### config.mk
export PLATFORM = sky130hd
export DESIGN_NAME = rgb_pwm_with_accelerated_fade_unit_flat
export DESIGN_NICKNAME = d
export VERILOG_FILES = /design/src/sv/rpwm_pkg.sv /design/src/sv/rpwm_if.sv /design/src/sv/rpwm_engine.sv /design/src/sv/rgb_pwm_with_accelerated_fade_unit.sv /design/src/flat_wrapper.sv
export VERILOG_INCLUDE_DIRS = /design/src /design/src/sv
export SDC_FILE = /design/constraint.sdc
export NUM_CORES = 1
export LEC_CHECK = 0
export ABC_AREA = 1
export BUFFER_PORTS_ARGS = -buffer_cell sky130_fd_sc_hd__buf_4
export CAP_MARGIN = 30
export CORE_MARGIN = 3
export CORE_UTILIZATION = 49
export CTS_BUF_LIST = sky130_fd_sc_hd__clkbuf_4 sky130_fd_sc_hd__clkbuf_8
export DETAILED_ROUTE_END_ITERATION = 8
export PLACE_DENSITY_LB_ADDON = 0.08
export SLEW_MARGIN = 20
export SYNTH_ARGS = -nofsm -noshare
export SYNTH_HDL_FRONTEND = slang
export SYNTH_SLANG_ARGS = --single-unit
### constraint.sdc
create_clock -name clk -period 8.21 [get_ports clk]
set_clock_uncertainty 0.1 [all_clocks]
set_input_delay 0 -clock clk [delete_from_list [all_inputs] [get_ports clk]]
set_output_delay 0 -clock clk [all_outputs]
set_load 0.01 [all_outputs]
### src/sv/assert_macros.svh
// Shared assertion macros for the RGB PWM fade block
`ifndef ASSERT_MACROS_SVH
`define ASSERT_MACROS_SVH

// Condition must hold on every clock outside reset
`define ASSERT_ALWAYS(lbl, ck, rs, cond) \
  lbl: assert property (@(posedge ck) disable iff (rs) (cond)) \
    else $error("rpwm: invariant violated");

// Antecedent implies consequent in the same cycle
`define ASSERT_IMPLIES(lbl, ck, rs, ante, cons) \
  lbl: assert property (@(posedge ck) disable iff (rs) (ante) |-> (cons)) \
    else $error("rpwm: implication violated");

// Antecedent implies consequent in the next cycle
`define ASSERT_NEXT(lbl, ck, rs, ante, cons) \
  lbl: assert property (@(posedge ck) disable iff (rs) (ante) |=> (cons)) \
    else $error("rpwm: next-cycle check violated");

`endif

### src/sv/rpwm_pkg.sv
package rpwm_pkg;

  localparam int unsigned NUM_CH      = 3;
  localparam int unsigned DUTY_W      = 8;
  localparam int unsigned PWM_PERIOD_DEF = 255;

  // Acceleration thresholds for the ramp step size
  localparam logic [DUTY_W-1:0] ACCEL_LOW  = 8'hA0;
  localparam logic [DUTY_W-1:0] ACCEL_HIGH = 8'hC7;
  localparam logic [DUTY_W-1:0] ADD3_LIMIT = 8'hFD;
  localparam logic [DUTY_W-1:0] ADD2_LIMIT = 8'hFE;

  typedef enum logic [1:0] {
    OP_TICK = 2'd0,
    OP_UP   = 2'd1,
    OP_DOWN = 2'd2
  } op_t;

  localparam logic [1:0] CH_BLUE  = 2'd0;
  localparam logic [1:0] CH_GREEN = 2'd1;
  localparam logic [1:0] CH_RED   = 2'd2;

  typedef struct packed {
    logic [1:0]        operation;
    logic [1:0]        channel;
    logic [DUTY_W-1:0] target;
  } item_t;

  typedef struct packed {
    logic              blue_on;
    logic              green_on;
    logic              red_on;
    logic              ramp_done;
    logic [DUTY_W-1:0] duty_now;
  } result_t;

  // Request from the pipeline into the step engine
  typedef struct packed {
    logic  fire;
    item_t item;
  } step_req_t;

endpackage

### src/sv/rpwm_if.sv
interface rpwm_item_if;
  import rpwm_pkg::*;

  logic              valid;
  logic              ready;
  logic [1:0]        operation;
  logic [1:0]        channel;
  logic [DUTY_W-1:0] target;

  modport source (output valid, operation, channel, target, input ready);
  modport sink   (input valid, operation, channel, target, output ready);
endinterface

interface rpwm_result_if;
  import rpwm_pkg::*;

  logic              valid;
  logic              ready;
  logic              blue_on;
  logic              green_on;
  logic              red_on;
  logic              ramp_done;
  logic [DUTY_W-1:0] duty_now;

  modport source (output valid, blue_on, green_on, red_on, ramp_done, duty_now, input ready);
  modport sink   (input valid, blue_on, green_on, red_on, ramp_done, duty_now, output ready);
endinterface

### src/sv/rpwm_engine.sv
`include "assert_macros.svh"

module rpwm_engine #(
  parameter int unsigned PWM_PERIOD = rpwm_pkg::PWM_PERIOD_DEF
) (
  input  logic                clk,
  input  logic                rst,
  input  rpwm_pkg::step_req_t req,
  output rpwm_pkg::result_t   res
);
  import rpwm_pkg::*;

  localparam logic [DUTY_W-1:0] PERIOD_VAL = DUTY_W'(PWM_PERIOD);

  // Channel state
  logic [NUM_CH-1:0][DUTY_W-1:0] duty, duty_next;
  logic [DUTY_W-1:0]             cnt, cnt_next;
  logic [NUM_CH-1:0]             lit, lit_next;

  logic              ch_ok;
  logic [1:0]        ch_idx;
  logic [DUTY_W-1:0] d_cur;
  logic [DUTY_W-1:0] step;
  logic [DUTY_W-1:0] cnt_inc;
  logic              done;
  logic [NUM_CH-1:0] lit_off;
  logic [NUM_CH-1:0] nonzero;

  assign ch_ok  = req.item.channel < 2'(NUM_CH);
  assign ch_idx = ch_ok ? req.item.channel : CH_BLUE;
  assign d_cur  = duty[ch_idx];

  // PWM tick terms
  always_comb begin
    for (int i = 0; i < NUM_CH; i++) begin
      lit_off[i] = lit[i] & (duty[i] != cnt);
      nonzero[i] = duty[i] != '0;
    end
  end
  assign cnt_inc = cnt + 8'd1;

  // Next state and step result
  always_comb begin
    duty_next = duty;
    cnt_next  = cnt;
    lit_next  = lit;
    done      = 1'b0;
    step      = 8'd1;
    case (req.item.operation)
      OP_TICK: begin
        if (cnt_inc == PERIOD_VAL) begin
          cnt_next = '0;
          lit_next = lit_off | nonzero;
        end else begin
          cnt_next = cnt_inc;
          lit_next = lit_off;
        end
      end
      OP_UP: begin
        if (d_cur inside {[ACCEL_HIGH:ADD3_LIMIT - 8'd1]}) step = 8'd3;
        else if (d_cur inside {[ACCEL_LOW:ADD2_LIMIT - 8'd1]}) step = 8'd2;
        if (!ch_ok || req.item.target <= d_cur) done = 1'b1;
        else duty_next[ch_idx] = d_cur + step;
      end
      OP_DOWN: begin
        if (d_cur >= ACCEL_HIGH) step = 8'd3;
        else if (d_cur >= ACCEL_LOW) step = 8'd2;
        if (!ch_ok || req.item.target >= d_cur) done = 1'b1;
        else duty_next[ch_idx] = d_cur - step;
      end
      default: begin
        done = 1'b0;
      end
    endcase
  end

  assign res.blue_on   = lit_next[CH_BLUE];
  assign res.green_on  = lit_next[CH_GREEN];
  assign res.red_on    = lit_next[CH_RED];
  assign res.ramp_done = done;
  assign res.duty_now  = ch_ok ? duty_next[ch_idx] : '0;

  // State update on each processed item
  always_ff @(posedge clk) begin
    if (rst) begin
      duty <= '0;
      cnt  <= '0;
      lit  <= '0;
    end else if (req.fire) begin
      duty <= duty_next;
      cnt  <= cnt_next;
      lit  <= lit_next;
    end
  end

  `ASSERT_ALWAYS(a_cnt_below_period, clk, rst, cnt < PERIOD_VAL)
  `ASSERT_NEXT(a_ramp_keeps_cnt, clk, rst, req.fire && req.item.operation != OP_TICK, $stable(cnt))
  `ASSERT_NEXT(a_done_keeps_duty, clk, rst, req.fire && done, $stable(duty))

endmodule

### src/sv/rgb_pwm_with_accelerated_fade_unit.sv
// Channel     Dir  Handshake     Payload
// item_in     in   valid/ready   operation, channel, target
// result_out  out  valid/ready   blue_on, green_on, red_on, ramp_done, duty_now
//
// One item per cycle sustained while result_out is ready; the result is registered and
// valid once the item has passed the input register, the step engine and a result register.
// Channel state updates as the item moves from the input to the result register.
// rst is synchronous and clears both stage valids and the channel state.
// A stalled result_out holds the result; item_in still takes one more item if the input register is empty.
`include "assert_macros.svh"

module rgb_pwm_with_accelerated_fade_unit #(
  parameter int unsigned PWM_PERIOD = rpwm_pkg::PWM_PERIOD_DEF
) (
  input logic           clk,
  input logic           rst,
  rpwm_item_if.sink     item_in,
  rpwm_result_if.source result_out
);
  import rpwm_pkg::*;

  logic      in_valid;
  item_t     in_item;
  logic      out_valid;
  result_t   out_res;
  logic      advance;
  step_req_t req;
  result_t   res;

  assign advance       = in_valid && (!out_valid || result_out.ready);
  assign item_in.ready = !in_valid || advance;

  assign req.fire = advance;
  assign req.item = in_item;

  rpwm_engine #(
    .PWM_PERIOD (PWM_PERIOD)
  ) u_engine (
    .clk (clk),
    .rst (rst),
    .req (req),
    .res (res)
  );

  // Input register
  always_ff @(posedge clk) begin
    if (rst) begin
      in_valid <= 1'b0;
    end else if (item_in.ready) begin
      in_valid <= item_in.valid;
    end
  end

  always_ff @(posedge clk) begin
    if (item_in.valid && item_in.ready) begin
      in_item.operation <= item_in.operation;
      in_item.channel   <= item_in.channel;
      in_item.target    <= item_in.target;
    end
  end

  // Result register
  always_ff @(posedge clk) begin
    if (rst) begin
      out_valid <= 1'b0;
    end else begin
      out_valid <= advance || (out_valid && !result_out.ready);
    end
  end

  always_ff @(posedge clk) begin
    if (advance) begin
      out_res <= res;
    end
  end

  assign result_out.valid     = out_valid;
  assign result_out.blue_on   = out_res.blue_on;
  assign result_out.green_on  = out_res.green_on;
  assign result_out.red_on    = out_res.red_on;
  assign result_out.ramp_done = out_res.ramp_done;
  assign result_out.duty_now  = out_res.duty_now;

  `ASSERT_IMPLIES(a_ready_when_empty, clk, rst, !in_valid, item_in.ready)
  `ASSERT_NEXT(a_stalled_item_kept, clk, rst, in_valid && !advance, in_valid && $stable(in_item))
  `ASSERT_NEXT(a_advance_fills_out, clk, rst, advance, out_valid)

endmodule

### src/flat_wrapper.sv
// flat-port wrapper written by rule: the top's interface ports become plain ports
module rgb_pwm_with_accelerated_fade_unit_flat import rpwm_pkg::*;
#(
  parameter int unsigned PWM_PERIOD = rpwm_pkg::PWM_PERIOD_DEF
)
  (clk, rst, item_in_valid, item_in_operation, item_in_channel, item_in_target, item_in_ready, result_out_valid, result_out_blue_on, result_out_green_on, result_out_red_on, result_out_ramp_done, result_out_duty_now, result_out_ready);
  rpwm_item_if item_in_i ();
  rpwm_result_if result_out_i ();
  input logic clk;
  input logic rst;
  input wire logic [$bits(item_in_i.valid)-1:0] item_in_valid;
  input wire logic [$bits(item_in_i.operation)-1:0] item_in_operation;
  input wire logic [$bits(item_in_i.channel)-1:0] item_in_channel;
  input wire logic [$bits(item_in_i.target)-1:0] item_in_target;
  output wire logic [$bits(item_in_i.ready)-1:0] item_in_ready;
  output wire logic [$bits(result_out_i.valid)-1:0] result_out_valid;
  output wire logic [$bits(result_out_i.blue_on)-1:0] result_out_blue_on;
  output wire logic [$bits(result_out_i.green_on)-1:0] result_out_green_on;
  output wire logic [$bits(result_out_i.red_on)-1:0] result_out_red_on;
  output wire logic [$bits(result_out_i.ramp_done)-1:0] result_out_ramp_done;
  output wire logic [$bits(result_out_i.duty_now)-1:0] result_out_duty_now;
  input wire logic [$bits(result_out_i.ready)-1:0] result_out_ready;
  assign item_in_i.valid = item_in_valid;
  assign item_in_i.operation = item_in_operation;
  assign item_in_i.channel = item_in_channel;
  assign item_in_i.target = item_in_target;
  assign item_in_ready = item_in_i.ready;
  assign result_out_valid = result_out_i.valid;
  assign result_out_blue_on = result_out_i.blue_on;
  assign result_out_green_on = result_out_i.green_on;
  assign result_out_red_on = result_out_i.red_on;
  assign result_out_ramp_done = result_out_i.ramp_done;
  assign result_out_duty_now = result_out_i.duty_now;
  assign result_out_i.ready = result_out_ready;
  rgb_pwm_with_accelerated_fade_unit #(.PWM_PERIOD(PWM_PERIOD)) u_core (.clk(clk), .rst(rst), .item_in(item_in_i), .result_out(result_out_i));
endmodule
* Word level (Yosys, flattened, before mapping)
Cells that the tools add are included.
** Word-level totals
- Output and inout bits :: 14
- Bits in registers :: 61
- Word-level logic and storage cells :: 81
- Input port bits :: 16
** Cells by class
- Multiplexer cells :: 24
- Equality and inequality tests :: 6
- Magnitude comparators :: 9
- $add $sub $neg :: 3
- Reduce and logical (&&, ||, !) cells :: 20
- Bitwise operators :: 4
** Operator list (number)
- $bwmux 24 :: 2
- $mux 24 :: 2
- $mux 8 :: 6
- $pmux 24 s2 :: 1
- $bmux 8 s2 :: 2
- $ne 8x8->1 :: 3
- $reduce_bool 8->1 :: 3
- $demux 8 s2 :: 1
- $ge 8x8->1 const B :: 2
- $le 8x8->1 const B :: 2
- $mux 2 :: 5
- $add 8x1->8 const B :: 1
- $add 8x8->8 :: 1
- $eq 8x8->1 const B :: 1
- $ge 8x8->1 :: 1
- $le 8x8->1 :: 1
- $sub 8x8->8 :: 1
- $logic_and 1x1->1 :: 6
- $mux 3 :: 2
- $logic_or 1x1->1 :: 5
- $logic_not 1->1 :: 4
- $and 1x1->1 :: 3
- $lt 2x3->1 const B :: 1
- $or 3x3->3 :: 1
- other kinds (8) :: 9

* Depth between registers and ports, before layout
- Word-level depth :: 15
- Gate-level depth with buffers :: 28
- Mapped depth without buffers :: 27

* Modules after synthesis
A second synthesis with hierarchy kept.
** Second synthesis, totals
- Cells, all modules :: 724
- Area, all modules :: 5041.1 um^2
** By module, submodules not included
- rpwm_engine :: area each 4229.1 um^2, times used 1, cells an instance 688, seq. area each 700.7 um^2
- rgb_pwm_with_accelerated_fade_unit :: area each 812.0 um^2, times used 1, cells an instance 36, seq. area each 760.7 um^2

* Worst setup path after synthesis
OpenSTA, ideal clock, no wires.
- Path type :: register to register
- From :: register u_core.in_item[8] in the netlist's numbering
- To :: register u_core.out_res (netlist bit u_core.result_out.duty_now[4]) (data pin)
- Buffers on the path :: 0
- Period minus slack after synthesis :: 3.773 ns
- Setup slack :: 4.437 ns
- Stages on the path, launching flop included :: 27
- Setup time :: 0.262 ns
- Arrival :: 3.411 ns
- Data required time :: 7.848 ns
- Cell sequence :: edfxtp_1 > inv_1 > ha_1 > inv_2 > nor2_8 > nand2_2 > nand2_2 > nand2_2 > nor2_4 > nand4_1 > o21ai_0 > inv_1 > o21ai_0 > ha_1 > inv_1 > fa_1 > nand3b_1 > nor2_4 > nand2_1 > nand2_1 > nand2_1 > nand3_1 > nand3_1 > nand2_1 > nand2_1 > nand3_1 > a21oi_1
** Between the ends
- Word-level cells in the longest chain between the ends :: 15
- Elaborated cells between the ends (all ways) :: 35
- Those cells by class :: 2 x add/sub; 9 x order compare; 18 x mux; 6 x reduce/logical
** Ends and longest elaborated chain
- start, declared :: line rgb_pwm_with_accelerated_fade_unit.sv:23 : item_t in_item;
- $lt 2x2->1 :: line rpwm_engine.sv:29 : assign ch_ok = req.item.channel < 2'(NUM_CH);
- $mux 2 :: line rpwm_engine.sv:30 : assign ch_idx = ch_ok ? req.item.channel : CH_BLUE;
- $bmux 8 s2 :: line rpwm_engine.sv:31 : assign d_cur = duty[ch_idx];
- $mux 8 (not written as such) :: line rpwm_engine.sv:31
- $ge 8x8->1 / $le 8x8->1 (equally long branches) :: line rpwm_engine.sv:61, rpwm_engine.sv:67
- $logic_and 1x1->1 :: line rpwm_engine.sv:61 : else if (d_cur inside {[ACCEL_LOW:ADD2_LIMIT - 8'd1]}) step = 8'd2;
- $mux 2 :: line rpwm_engine.sv:61
- $mux 2 :: line rpwm_engine.sv:60 : if (d_cur inside {[ACCEL_HIGH:ADD3_LIMIT - 8'd1]}) step = 8'd3;
- $mux 8 :: line rpwm_engine.sv:49 : case (req.item.operation)
- $add 8x8->8 :: line rpwm_engine.sv:63 : else duty_next[ch_idx] = d_cur + step;
- $bwmux 24 :: line rpwm_engine.sv:63
- $mux 24 :: line rpwm_engine.sv:62 : if (!ch_ok || req.item.target <= d_cur) done = 1'b1;
- $pmux 24 s2 :: line rpwm_engine.sv:49
- $bmux 8 s2 :: line rpwm_engine.sv:81 : assign res.duty_now = ch_ok ? duty_next[ch_idx] : '0;
- $mux 8 (not written as such) :: line rpwm_engine.sv:81
- end signal, assigned :: line rgb_pwm_with_accelerated_fade_unit.sv:73 : out_res <= res;
- end, declared :: line rgb_pwm_with_accelerated_fade_unit.sv:25 : result_t out_res;
Parallel ways exist; a longest one is shown, timed or not. The select of a mux whose other input is x is not followed.
A chain may end at the register's enable or synchronous reset.

* Final worst setup path
- From :: register u_core.in_item[9] in the netlist's numbering
- To :: register u_core.out_res (netlist bit u_core.result_out.duty_now[4]) (data pin)
The elaborated chain is that of the path after synthesis.

==> impl_metrics.json <==
{
  "grtUsageMet2_pct": 47.18,
  "routed_wl_um": 15540,
  "first_global_vias": 4752,
  "synthMuxAreaShare_pct": 0,
  "netlist_instances": 725,
  "yosysSeqAreaShare_pct": 30.16,
  "status": "finished, final reports clean",
  "min_path_type": "input pin to flop",
  "rsz0062_at_grt": "false",
  "rows": 35,
  "dpl.cell_count": 853,
  "setup_violations": 0,
  "clock_latency_ns": 0.35,
  "worstPathMaxFanout": 18,
  "worst-r2r-cell-count": 26,
  "ys_warn_count": 0,
  "grt_overflow_total": 0,
  "path_clk_slew_ns": 0.07,
  "path_buf_inv": 4,
  "place_hpwl_um": 11040,
  "place.port_buffers": 29,
  "final_cell_mix": "nand2_1, nand3_1, inv_1, a21oi_1, o21ai_0",
  "ys_ff_latch": 61,
  "p_per_area_nw_per_um2": 168.0,
  "vdd_drop_max_v": 0.00009605,
  "critical-path-top-delay-family": "simple AND/OR/NAND/NOR gates",
  "start_kind": "flop",
  "grt_use_total_pct": 28.47,
  "register_area_sq_um": 1461,
  "synth_compound_area_share_pct": 16.78,
  "firstDrtPassIters": 5,
  "drc": 0,
  "setup.worst_path.class": "flop to flop",
  "min_to": "u_core.in_item[3]",
  "drive_gt1_share_pct": 10.99,
  "die_x_um": 105.4,
  "worst_r2r_endpoint": "u_core.result_out.duty_now[4]",
  "synth.avg_cell_area_sq_um": 6.684,
  "synth_top_family_by_area": "simple AND/OR/NAND/NOR gates",
  "syn-num-nets": 765,
  "rr_startpoint": "u_core.in_item[9]",
  "hp-start": "item_in_target[3]",
  "cts_made_buffers": 9,
  "post_cts_resized": 0,
  "synth.cell_area_sq_um": 4846,
  "num_io_pins": 30,
  "cp-end-kind": "flop",
  "synth_cell_type_count": 49,
  "slowest_delay_ns": 0.66,
  "tightest_slew_ns": 0.9142,
  "layout_commonest_cell": "nand2_1",
  "cp_common_cell": "nand2_1",
  "multi_input_area_sq_um": 2942,
  "fp.dieH_um": 105.4,
  "nFillCells": 904,
  "fin_tns_setup_ns": 0,
  "slew_viol_final": 0,
  "crit_start": "u_core.in_item[9]",
  "grt_pass1_wl_um": 24880,
  "vias_per_cell": 5.743,
  "fin_cells": 884,
  "initial_core_util_pct": 51.47,
  "r2r_slack_ns": 3.34,
  "fin_crit_ns": 4.875,
  "max_freq_mhz": 205.1,
  "synth_ff_type": "dfxtp_1",
  "clock_sinks": 61,
  "coreArea_sq_um": 9415,
  "cts_root_buf": "clkbuf_8",
  "syn_to_final_growth_pct": 12.16,
  "ant_nets": 0,
  "antenna_found_initial": 0,
  "cts_tree": "built",
  "synth_edf_count": 24,
  "worstPathArrival_ns": 4.84,
  "synthAdderAreaFrac_pct": 6.507,
  "dr_total_vias": 5077,
  "max_cap_violations": 0,
  "final_nets": 790,
  "diodes": 0,
  "worstHoldPathCells": 2,
  "relSlewSlack_pct": 39.06,
  "required_ns": 8.18,
  "post_drt_wl_per_cell_um": 17.58,
  "grt_max_degree": 65,
  "synth-simple-area-share_pct": 34.70,
  "cts_max_path_buffers": 2,
  "fin_crit_sh_pct": 59.38,
  "async_flop_share_pct": 0,
  "p_leak_nw": 2.465,
  "slowest_stage": "ha_1",
  "use_met3_pct": 5.266,
  "finalHoldViolCount": 0,
  "grt_busiest_layer": "met2",
  "die_area_sq_um": 11120,
  "use_met1_pct": 38.22,
  "htree_levels": 3,
  "synth-xor-area-share_pct": 2.711,
  "routabilityCongestion": 0.9677,
  "drt_iter0_drc": 578
}
[Yosys cell counts (2+ instances only)]
master,number,area [sq um]
fa_1,2,40.04
nand2_1,219,822.0
xor2_1,13,113.9
nand3_2,4,40.04
inv_2,6,22.52
xnor2_1,2,17.52
inv_1,70,262.8
o2111ai_1,2,17.52
nand2_4,2,22.52
a221oi_1,3,26.28
nand2_2,10,62.56
clkinv_1,2,7.510
clkbuf_1,17,63.81
a21oi_1,56,280.3
o21a_1,2,15.01
o21ai_0,39,195.2
buf_4,2,15.01
a31oi_1,9,56.30
dfxtp_1,37,740.7
o22ai_1,3,18.77
nand3_1,80,400.4
nor3_1,5,25.02
nor2_2,2,12.51
o211ai_1,10,75.07
a21oi_2,2,17.52
nand3b_1,4,30.03
buf_2,9,45.04
edfxtp_1,24,720.7
or2_2,3,18.77
nor2_4,3,33.78
nand4_1,11,68.82
o21ai_1,10,50.05
ha_1,22,275.3
nor2_1,25,93.84
[state kept, by name (all words and copies together) (netlist names), 3 cells and up]
signal,count
u_core.u_engine.duty,24
u_core.in_item,12
u_core.result_out.duty_now,8
u_core.u_engine.cnt,8
u_core.u_engine.lit,3
[stage by stage]
step | util (%) | total power [mW] | hold WS, ns | setup WS (ns) | cell area, sq um
after floorplan | - | 0.5454 | -0.001131 | 4.437 | 4846
after global placement | 54.05 | 0.6223 | 0.07814 | 3.606 | 5089
after detailed placement | 54.05 | 0.6245 | 0.07929 | 3.464 | 5089
after CTS | 57.73 | 0.9116 | 0.2533 | 3.445 | 5435
after global routing | 57.73 | 0.9604 | 0.2625 | 2.937 | 5435
final | 57.73 | 0.9134 | 0.2654 | 3.335 | 5435
[metal layers]
metal | wire [um] | share of wire (%)
met1 | 6618 | 43
met2 | 7237 | 47
met3 | 1313 | 8.4
met4 | 373 | 2.4
met5 | 0 | 0
[cell families after synthesis]
| group | after synthesis |
|---|---|
| buf+inv | 110 |
| compound gates | 142 |
| xor+xnor | 15 |
| fa+ha+maj | 24 |
| flops | 61 |
| simple gates | 373 |
[final cells by class]
class / instances / share of cell area [%]
clock inverters: 7 / 1.335
inverters: 79 / 5.502
well taps: 129 / 2.970
flip-flops and latches: 61 / 26.89
multi-input cells: 554 / 54.12
repair buffers: 45 / 6.906
clock buffers: 9 / 2.279
[worst max-delay path by stage]
stage	end	slack, ns	cells after the start
after floorplan	u_core.result_out.duty_now[4]	4.44	26
after global placement	u_core.result_out.duty_now[4]	3.61	26
after detailed placement	u_core.result_out.duty_now[4]	3.46	26
after CTS	u_core.result_out.duty_now[4]	3.44	26
after global routing	u_core.result_out.duty_now[4]	2.94	26
final	u_core.result_out.duty_now[4]	3.34	26
[where the power goes]
group	internal [mW]	switching, mW	leakage (nW)
logic	0.0897	0.191	1.84
registers	0.335	0.0162	0.534
clock network	0.141	0.140	0.0960
total	0.566	0.347	2.47
[worst reg2reg max path, stage by stage, from the launching register on]
cell and delay, ns:
edfxtp_1 0.42, inv_1 0.10, ha_1 0.66, inv_2 0.27
nand2_1 0.14, nand3_1 0.10, nand2_2 0.15, nand2_2 0.10
nor2_4 0.13, nand4_1 0.12, o21ai_0 0.30, inv_1 0.10
o21ai_0 0.10, ha_1 0.20, inv_1 0.06, fa_1 0.37
nand3b_1 0.26, nor2_4 0.16, nand2_1 0.06, nand2_1 0.13
nand2_1 0.08, nand3_1 0.08, nand3_1 0.08, nand2_1 0.11
nand2_1 0.05, nand3_1 0.09, a21oi_1 0.07
[what timing repair did]
action,4_1_cts,5_1_grt
hold buffers,15,0
setup buffers,0,0
endpoints found under the hold margin,24,0
No activity file was read; power rests on OpenSTA's default activity.
